### src/hdl/ple_pkg.sv
package ple_pkg;

  // List geometry.
  localparam int DEPTH = 16;
  localparam int IDX_W = $clog2(DEPTH);
  localparam int CNT_W = $clog2(DEPTH + 1);
  // Width in which positions and the fill count are compared.
  localparam int CMP_W = (CNT_W > 4) ? CNT_W : 4;
  localparam int LEN_W = 5;
  localparam int LEN_EXT_W = (CNT_W > LEN_W) ? CNT_W : LEN_W;

  // Command codes.
  localparam logic [1:0] CMD_INSERT  = 2'd0;
  localparam logic [1:0] CMD_READ    = 2'd1;
  localparam logic [1:0] CMD_REMOVE  = 2'd2;
  localparam logic [1:0] CMD_REVERSE = 2'd3;

  // Status codes.
  localparam logic [1:0] ST_OK     = 2'd0;
  localparam logic [1:0] ST_BADPOS = 2'd1;
  localparam logic [1:0] ST_EMPTY  = 2'd2;
  localparam logic [1:0] ST_FULL   = 2'd3;

  // What every cell of the row does in a cycle.
  typedef enum logic [2:0] {
    CELL_HOLD,
    CELL_SHIFT_UP,
    CELL_SHIFT_DOWN,
    CELL_LOAD_KEY,
    CELL_SORT
  } cell_op_t;

  typedef struct packed {
    cell_op_t           op;
    logic               parity;
    logic [CMP_W-1:0]   pos;
    logic [CNT_W-1:0]   count;
  } cell_ctrl_t;

  // Fill count as shown on the length field, modulo 32.
  function automatic logic [LEN_W-1:0] len_of(input logic [CNT_W-1:0] c);
    logic [LEN_EXT_W-1:0] wide;
    wide = LEN_EXT_W'(c);
    return wide[LEN_W-1:0];
  endfunction

endpackage

### src/hdl/ple_if.sv
interface ple_in_if (input logic clk);
  logic               valid;
  logic               ready;
  logic [1:0]         command;
  logic signed [31:0] value;
  logic [3:0]         position;

  modport source (output valid, output command, output value, output position, input ready);
  modport sink (input valid, input command, input value, input position, output ready);
endinterface

interface ple_out_if (input logic clk);
  logic               valid;
  logic               ready;
  logic [1:0]         status;
  logic signed [31:0] read_value;
  logic [4:0]         length;

  modport source (output valid, output status, output read_value, output length, input ready);
  modport sink (input valid, input status, input read_value, input length, output ready);
endinterface

### src/hdl/positional_list_engine.sv
// Positional list engine: an ordered list of up to DEPTH signed 32-bit
// values held in a row of cells, one entry per cell, plus a fill count.
// Each command word produces exactly one result word. Insert-front, read-at
// and remove-at complete in the cycle the command word is accepted, so they
// run at one word per cycle as long as results are taken; insert and remove
// move every affected cell one place toward its neighbor at once, and a read
// selects one cell. Reverse first tags every cell with its mirrored position,
// then DEPTH odd-even exchange steps between neighboring cells put the
// entries in their new order; no command word is taken meanwhile. A result
// word waits in an output register, and the next command word is taken
// while it is being taken. Entries past the fill count are never read, so
// the cells need no reset.
module positional_list_engine (
  input  logic      clk,
  input  logic      rst,
  ple_in_if.sink    cmd,
  ple_out_if.source res
);

  typedef enum logic {S_IDLE, S_REV} state_t;

  state_t                    state;
  logic [ple_pkg::CNT_W-1:0] fill_count;
  logic [ple_pkg::CNT_W-1:0] phase;
  logic                      out_valid;
  logic                      out_valid_next;
  logic [1:0]                out_status;
  logic [31:0]               out_read_value;
  logic [4:0]                out_length;

  ple_pkg::cell_ctrl_t       ctrl;
  logic [31:0]               cell_data [ple_pkg::DEPTH];
  logic [ple_pkg::IDX_W-1:0] cell_key [ple_pkg::DEPTH];

  logic                      accept;
  logic [ple_pkg::CMP_W-1:0] pos_ext;
  logic [ple_pkg::CMP_W-1:0] count_ext;
  logic                      is_full;
  logic                      is_empty;
  logic                      pos_bad;
  logic                      rev_last;

  assign cmd.ready      = (state == S_IDLE) && (!out_valid || res.ready);
  assign accept         = cmd.valid && cmd.ready;
  assign res.valid      = out_valid;
  assign res.status     = out_status;
  assign res.read_value = out_read_value;
  assign res.length     = out_length;

  assign pos_ext   = ple_pkg::CMP_W'(cmd.position);
  assign count_ext = ple_pkg::CMP_W'(fill_count);
  assign is_full   = (fill_count == ple_pkg::CNT_W'(ple_pkg::DEPTH));
  assign is_empty  = (fill_count == '0);
  assign pos_bad   = (pos_ext >= count_ext);
  assign rev_last  = (phase == ple_pkg::CNT_W'(ple_pkg::DEPTH - 1));

  // A result word stays until it is taken. Every command other than reverse
  // loads a new one at once; reverse loads it at the end of its last step.
  assign out_valid_next = (out_valid && !res.ready)
                       || (accept && (cmd.command != ple_pkg::CMD_REVERSE))
                       || ((state == S_REV) && rev_last);

  // Row control: what every cell does this cycle.
  always_comb begin
    ctrl.op     = ple_pkg::CELL_HOLD;
    ctrl.parity = phase[0];
    ctrl.pos    = pos_ext;
    ctrl.count  = fill_count;
    if (state == S_REV) begin
      ctrl.op = ple_pkg::CELL_SORT;
    end else if (accept) begin
      unique case (cmd.command)
        ple_pkg::CMD_INSERT: begin
          if (!is_full) begin
            ctrl.op = ple_pkg::CELL_SHIFT_UP;
          end
        end
        ple_pkg::CMD_REMOVE: begin
          if (!is_empty && !pos_bad) begin
            ctrl.op = ple_pkg::CELL_SHIFT_DOWN;
          end
        end
        ple_pkg::CMD_REVERSE: begin
          ctrl.op = ple_pkg::CELL_LOAD_KEY;
        end
        default: begin
        end
      endcase
    end
  end

  // The row of cells. The front cell takes the inserted value from its left;
  // the ends see their own key so that no exchange happens across them.
  for (genvar i = 0; i < ple_pkg::DEPTH; i++) begin : g_cell
    logic [31:0]               l_data;
    logic [ple_pkg::IDX_W-1:0] l_key;
    logic [31:0]               r_data;
    logic [ple_pkg::IDX_W-1:0] r_key;

    if (i == 0) begin : g_front
      assign l_data = cmd.value;
      assign l_key  = cell_key[i];
    end else begin : g_inner_l
      assign l_data = cell_data[i-1];
      assign l_key  = cell_key[i-1];
    end

    if (i == ple_pkg::DEPTH - 1) begin : g_back
      assign r_data = cell_data[i];
      assign r_key  = cell_key[i];
    end else begin : g_inner_r
      assign r_data = cell_data[i+1];
      assign r_key  = cell_key[i+1];
    end

    ple_cell u_cell (
      .clk        (clk),
      .ctrl       (ctrl),
      .index      (ple_pkg::IDX_W'(i)),
      .left_data  (l_data),
      .left_key   (l_key),
      .right_data (r_data),
      .right_key  (r_key),
      .data       (cell_data[i]),
      .key        (cell_key[i])
    );
  end

  // Sequencer, fill count and result register.
  always_ff @(posedge clk) begin
    if (rst) begin
      state      <= S_IDLE;
      fill_count <= '0;
      phase      <= '0;
      out_valid  <= 1'b0;
    end else begin
      out_valid <= out_valid_next;
      unique case (state)
        S_IDLE: begin
          if (accept) begin
            unique case (cmd.command)
              ple_pkg::CMD_INSERT: begin
                out_read_value <= '0;
                if (is_full) begin
                  out_status <= ple_pkg::ST_FULL;
                  out_length <= ple_pkg::len_of(fill_count);
                end else begin
                  out_status <= ple_pkg::ST_OK;
                  fill_count <= fill_count + ple_pkg::CNT_W'(1);
                  out_length <= ple_pkg::len_of(fill_count + ple_pkg::CNT_W'(1));
                end
              end
              ple_pkg::CMD_READ: begin
                out_length <= ple_pkg::len_of(fill_count);
                if (pos_bad) begin
                  out_status     <= ple_pkg::ST_BADPOS;
                  out_read_value <= '0;
                end else begin
                  out_status     <= ple_pkg::ST_OK;
                  out_read_value <= cell_data[pos_ext[ple_pkg::IDX_W-1:0]];
                end
              end
              ple_pkg::CMD_REMOVE: begin
                out_read_value <= '0;
                if (is_empty) begin
                  out_status <= ple_pkg::ST_EMPTY;
                  out_length <= ple_pkg::len_of(fill_count);
                end else if (pos_bad) begin
                  out_status <= ple_pkg::ST_BADPOS;
                  out_length <= ple_pkg::len_of(fill_count);
                end else begin
                  out_status <= ple_pkg::ST_OK;
                  fill_count <= fill_count - ple_pkg::CNT_W'(1);
                  out_length <= ple_pkg::len_of(fill_count - ple_pkg::CNT_W'(1));
                end
              end
              ple_pkg::CMD_REVERSE: begin
                state <= S_REV;
                phase <= '0;
              end
              default: begin
              end
            endcase
          end
        end
        S_REV: begin
          phase <= phase + ple_pkg::CNT_W'(1);
          if (rev_last) begin
            state          <= S_IDLE;
            out_status     <= ple_pkg::ST_OK;
            out_read_value <= '0;
            out_length     <= ple_pkg::len_of(fill_count);
          end
        end
        default: begin
          state <= S_IDLE;
        end
      endcase
    end
  end

`ifndef SYNTHESIS
  a_count_range: assert property (@(posedge clk) disable iff (rst)
    fill_count <= ple_pkg::CNT_W'(ple_pkg::DEPTH))
    else $error("fill count above list depth");

  a_no_accept_in_reverse: assert property (@(posedge clk) disable iff (rst)
    (state == S_REV) |-> !cmd.ready)
    else $error("command taken while reversing");

  a_insert_grows: assert property (@(posedge clk) disable iff (rst)
    (accept && cmd.command == ple_pkg::CMD_INSERT && !is_full)
      |=> (fill_count == $past(fill_count) + ple_pkg::CNT_W'(1)))
    else $error("insert did not grow the list");

  a_result_follows: assert property (@(posedge clk) disable iff (rst)
    (accept && cmd.command != ple_pkg::CMD_REVERSE) |=> res.valid)
    else $error("no result after a command");

  a_reverse_keeps_count: assert property (@(posedge clk) disable iff (rst)
    (state == S_REV) |=> (fill_count == $past(fill_count)))
    else $error("fill count changed during reverse");
`endif

endmodule

### src/hdl/ple_cell.sv
// One list entry. It shifts toward either neighbor, or takes part in an
// odd-even exchange step keyed by its target position.
module ple_cell (
  input  logic                          clk,
  input  ple_pkg::cell_ctrl_t           ctrl,
  input  logic [ple_pkg::IDX_W-1:0]     index,
  input  logic [31:0]                   left_data,
  input  logic [ple_pkg::IDX_W-1:0]     left_key,
  input  logic [31:0]                   right_data,
  input  logic [ple_pkg::IDX_W-1:0]     right_key,
  output logic [31:0]                   data,
  output logic [ple_pkg::IDX_W-1:0]     key
);

  logic [ple_pkg::CNT_W-1:0] index_cnt;
  logic [ple_pkg::CNT_W-1:0] mirror;
  logic [ple_pkg::IDX_W-1:0] key_init;
  logic                      is_left;

  assign index_cnt = ple_pkg::CNT_W'(index);
  assign mirror    = ctrl.count - ple_pkg::CNT_W'(1) - index_cnt;
  // Entries in use get their mirrored place; the rest keep their own, which
  // is larger than any mirrored place, so they never move.
  assign key_init  = (index_cnt < ctrl.count) ? mirror[ple_pkg::IDX_W-1:0] : index;
  assign is_left   = (index[0] == ctrl.parity);

  always_ff @(posedge clk) begin
    case (ctrl.op)
      ple_pkg::CELL_SHIFT_UP: begin
        data <= left_data;
      end
      ple_pkg::CELL_SHIFT_DOWN: begin
        if (ple_pkg::CMP_W'(index) >= ctrl.pos) begin
          data <= right_data;
        end
      end
      ple_pkg::CELL_LOAD_KEY: begin
        key <= key_init;
      end
      ple_pkg::CELL_SORT: begin
        if (is_left) begin
          if (key > right_key) begin
            data <= right_data;
            key  <= right_key;
          end
        end else begin
          if (left_key > key) begin
            data <= left_data;
            key  <= left_key;
          end
        end
      end
      default: begin
      end
    endcase
  end

endmodule
### src/flat_wrapper.sv
// flat-port wrapper written by rule: the top's interface ports become plain ports
module positional_list_engine_flat 
  (clk, rst, cmd_valid, cmd_command, cmd_value, cmd_position, cmd_ready, res_valid, res_status, res_read_value, res_length, res_ready);
  ple_in_if cmd_i (.clk(clk));
  ple_out_if res_i (.clk(clk));
  input  logic clk;
  input  logic rst;
  input wire logic [$bits(cmd_i.valid)-1:0] cmd_valid;
  input wire logic [$bits(cmd_i.command)-1:0] cmd_command;
  input wire logic [$bits(cmd_i.value)-1:0] cmd_value;
  input wire logic [$bits(cmd_i.position)-1:0] cmd_position;
  output wire logic [$bits(cmd_i.ready)-1:0] cmd_ready;
  output wire logic [$bits(res_i.valid)-1:0] res_valid;
  output wire logic [$bits(res_i.status)-1:0] res_status;
  output wire logic [$bits(res_i.read_value)-1:0] res_read_value;
  output wire logic [$bits(res_i.length)-1:0] res_length;
  input wire logic [$bits(res_i.ready)-1:0] res_ready;
  assign cmd_i.valid = cmd_valid;
  assign cmd_i.command = cmd_command;
  assign cmd_i.value = cmd_value;
  assign cmd_i.position = cmd_position;
  assign cmd_ready = cmd_i.ready;
  assign res_valid = res_i.valid;
  assign res_status = res_i.status;
  assign res_read_value = res_i.read_value;
  assign res_length = res_i.length;
  assign res_i.ready = res_ready;
  positional_list_engine u_core (.clk(clk), .rst(rst), .cmd(cmd_i), .res(res_i));
endmodule
### config.mk
export PLATFORM = sky130hd
export DESIGN_NAME = positional_list_engine_flat
export DESIGN_NICKNAME = d
export VERILOG_FILES = /design/src/hdl/ple_pkg.sv /design/src/hdl/ple_if.sv /design/src/hdl/positional_list_engine.sv /design/src/hdl/ple_cell.sv /design/src/flat_wrapper.sv
export SDC_FILE = /design/constraint.sdc
export NUM_CORES = 1
export LEC_CHECK = 0
export BUFFER_PORTS_ARGS = -buffer_cell sky130_fd_sc_hd__buf_2
export CORE_ASPECT_RATIO = 0.75
export CORE_MARGIN = 1.5
export CORE_UTILIZATION = 60
export DETAILED_ROUTE_END_ITERATION = 6
export PLACE_DENSITY = 0.75
export SETUP_SLACK_MARGIN = 0.4
export SYNTH_ARGS = -nofsm -noshare
export SYNTH_HDL_FRONTEND = slang
export SYNTH_HIERARCHICAL = 1
export SYNTH_SLANG_ARGS = --single-unit
### constraint.sdc
create_clock -name clk -period 31.5 [get_ports clk]
set_input_delay 6.3 -clock clk [delete_from_list [all_inputs] [get_ports clk]]
set_output_delay 6.3 -clock clk [all_outputs]
set_load 0.01 [all_outputs]
==> reports/summary.txt <==
Post-route insts no fill = 4554
Clock root cell = clkbuf_16
CTS Buffer Depth = 3
Pre-CTS WS = 18.43 ns
Vias per inst = 6.24
WS Path Type = input port to output port
P_sw = 0.601 mW
Postcts setup bufs = 0
CP max FO = 2
F_max = 76.5 MHz
Mapped Area = 43800 um2
EDFF count, synth = 615
Arrival @ worst endpoint = 6.77 ns
Reg-to-reg critical path startpoint = u_core/count_ext[3]$_SDFFE_PP0P_
Register-to-register setup slack = 26.04 ns
CTS buffer count = 60
Main synth FF type = edfxtp_1
Cell area after placement = 45800 um2
Syn_area_per_cell = 13.7 um2
Required @ worst endpoint = 25.20 ns
Fin Hold WS = 0.476 ns
Tmin final = 13.07 ns
I/O Buffers = 82
Hold buffer count at CTS = 0
Clock insertion delay at the later pin of the skew report = 0.66 ns
Layout cells sized above 1 = 0.269
Net Sw Frac = 0.269
Beginning of the critical path = res_ready
Overall power = 2.23 mW
Max Slew Vio Count = 0
Unique masters post-synth = 75
Worst path most repeated cell = buf_2
Initial antenna violation count = 3
Internal = 1.63 mW
Ys async rst share = 0
Worst hold path class = flip-flop to flip-flop
CP max-delay cell = buf_2
Startpoint types = input port
Cells after Synth = 3200
Clock Skews = 0.0333 ns
Area Overhead vs Synth = 8.96%
Detail Placement HPWL = 67.3 mm
Critical Path Sink = cmd_ready
Initial Utilization = 0.609
Core Util, Final = 0.663
Status = complete, no violations
Number of synthesized register bits = 627
Die H = 237 um
Worst Setup End Kind = output port
Clock Power Share = 0.330
H-tree depth = 2
Max-cap violations = 0
Antenna-violating nets left = 0
Reg2reg path depth = 14
Avg WL per Cell = 23.8 um
Total GRT Usage = 0.289
Syn. warnings = 6
Final Cycle Share = 0.415
CTS sink count = 627
Gr ovfl total = 0
Final nets = 3906
Setup TNS = 0 ns
Post-route DRC = 0
Worst path cell trace = buf_2 -> nor2b_1 -> nor2_1 -> buf_2
Crit Reg-Reg Endpoint = u_core/g_cell[2].u_cell/data[12]$_DFFE_PP_
First-pass GRT wire length = 165 mm
Core area = 72000 um2
Cts repair resizes = 0
Vias in the first global route = 27200
IO Count = 83
Seq pwr share = 0.476
Vias = 28400
Hold Violations, Final = 0
Pin count of the biggest net entering global routing = 85
Floorplan row count = 85
Drt first pass iters = 5
Crit-path max cell delay = 0.17 ns
Slew @ Worst Pin = 1.02 ns
Iteration-0 DRC Markers = 3234
Final design area excluding fillers = 47700 um2
Max IR drop VDD = 43.4 uV
WL final = 108 mm
Final worst slack = 18.43 ns
PwrDens = 46.7 nW/um2
DIE AREA = 74700 um2
RSZ-0062 raised after global routing = false
CTS tree = yes
Chip Width = 315 um
Pleak = 19.0 nW
Clock-pin slew on the worst setup and hold paths = 0.06 ns
Register area share after synthesis = 0.427
GP Congestion = 0.832
Inst Count DP = 4443
# setup viols final = 0
Combinational power share = 0.195
Max_slew headroom = 0.320
[layout make-up]
| cell class | count | area (um2) |
|---|---|---|
| Antenna cell | 1 | 2.50 |
| Tap cell | 957 | 1200 |
| Clock inverter | 35 | 380 |
| Clock buffer | 75 | 1580 |
| Multi-Input combinational cell | 2389 | 23800 |
| Timing Repair Buffer | 134 | 823 |
| Sequential cell | 627 | 18700 |
| Inverter | 336 | 1260 |
| Fill cell | 5139 | 24300 |
[worst max-delay path: cells and delay by family]
kind / cells / cell delay [ns]
simple gates: 2 / 0.19
buf+inv: 2 / 0.27
[registers in the layout, summed over array words and instances (netlist names)]
| signal | flops |
|---|---|
| u_core/count_ext | 5 |
| u_core/g_cell.u_cell/data | 512 |
| u_core/g_cell.u_cell/key | 64 |
| u_core/phase | 5 |
| u_core/res.length | 5 |
| u_core/res.read_value | 32 |
| u_core/res.status | 2 |
| u_core/res.valid | 1 |
| u_core/state | 1 |
[worst min-delay path by stage]
stage / from / end / slack (ns) / depth (start not counted)
floorplan: u_core/phase[3]$_SDFFE_PP0P_ / u_core/phase[3]$_SDFFE_PP0P_ / 0.45 / 2
global placement: u_core/phase[3]$_SDFFE_PP0P_ / u_core/phase[3]$_SDFFE_PP0P_ / 0.46 / 2
detailed placement: u_core/phase[3]$_SDFFE_PP0P_ / u_core/phase[3]$_SDFFE_PP0P_ / 0.48 / 2
CTS: u_core/phase[3]$_SDFFE_PP0P_ / u_core/phase[3]$_SDFFE_PP0P_ / 0.48 / 2
global route: u_core/phase[3]$_SDFFE_PP0P_ / u_core/phase[3]$_SDFFE_PP0P_ / 0.51 / 2
finish: u_core/phase[3]$_SDFFE_PP0P_ / u_core/phase[3]$_SDFFE_PP0P_ / 0.48 / 2
[cells in the mapped netlist, types with 42 or more instances]
cell type | count | area [um2]
edfxtp_1 | 615 | 18500
mux2i_1 | 97 | 971
nand3_1 | 70 | 350
mux4_2 | 128 | 2880
inv_1 | 336 | 1260
nor2_1 | 65 | 244
o211ai_1 | 49 | 368
ha_1 | 300 | 3750
nand2_1 | 78 | 293
a21oi_1 | 146 | 731
mux2_4 | 480 | 7210
a21o_1 | 42 | 315
nor2b_1 | 59 | 369
o21ai_0 | 84 | 420
a211oi_1 | 60 | 450
[cell usage in the layout, fill, tap and decap left out, types with 35 or more instances in the layout]
master and instances:
edfxtp_1 615, nor2b_1 59, a211oi_1 60, ha_1 300, a31oi_1 41, o21ai_0 84, buf_2 79, o22ai_1 35
a21o_1 42, mux2i_1 97, conb_1 255, mux4_2 128, clkbuf_16 61, inv_1 336, nand3_1 70, nand2_1 78
nor2_1 62, buf_4 52, a21oi_1 143, o211ai_1 49, mux2_4 480
[kinds of logic (layout without fill, tap and decap cells)]
logic type      after synthesis  after routing  synth area share
flops                       627            627             0.427
other cells                   2            256          0.000171
simple gates                499            499            0.0690
xor+xnor                     45             45            0.0146
buf+inv                     437            580            0.0540
compound gates              535            535            0.0811
fa+ha+maj                   316            316            0.0930
mux                         739            739             0.261
[power by group through the flow]
stage	registers, mW	logic [mW]	clock network, mW
floorplan	1.06	0.338	0
global placement	1.07	0.411	0
detailed placement	1.07	0.422	0
CTS	1.06	0.426	0.745
global route	1.07	0.463	0.775
finish	1.06	0.434	0.736
[per-layer routing]
layer | GRT usage | vias to the layer above | part of all wire
met5 | 0 | - | 0.00023
met4 | 0.0600 | 4 | 0.019
met3 | 0.0614 | 156 | 0.096
li1 | - | 12700 | -
met1 | 0.429 | 14200 | 0.44
met2 | 0.438 | 1365 | 0.45
(Power assumes the default switching activity.)
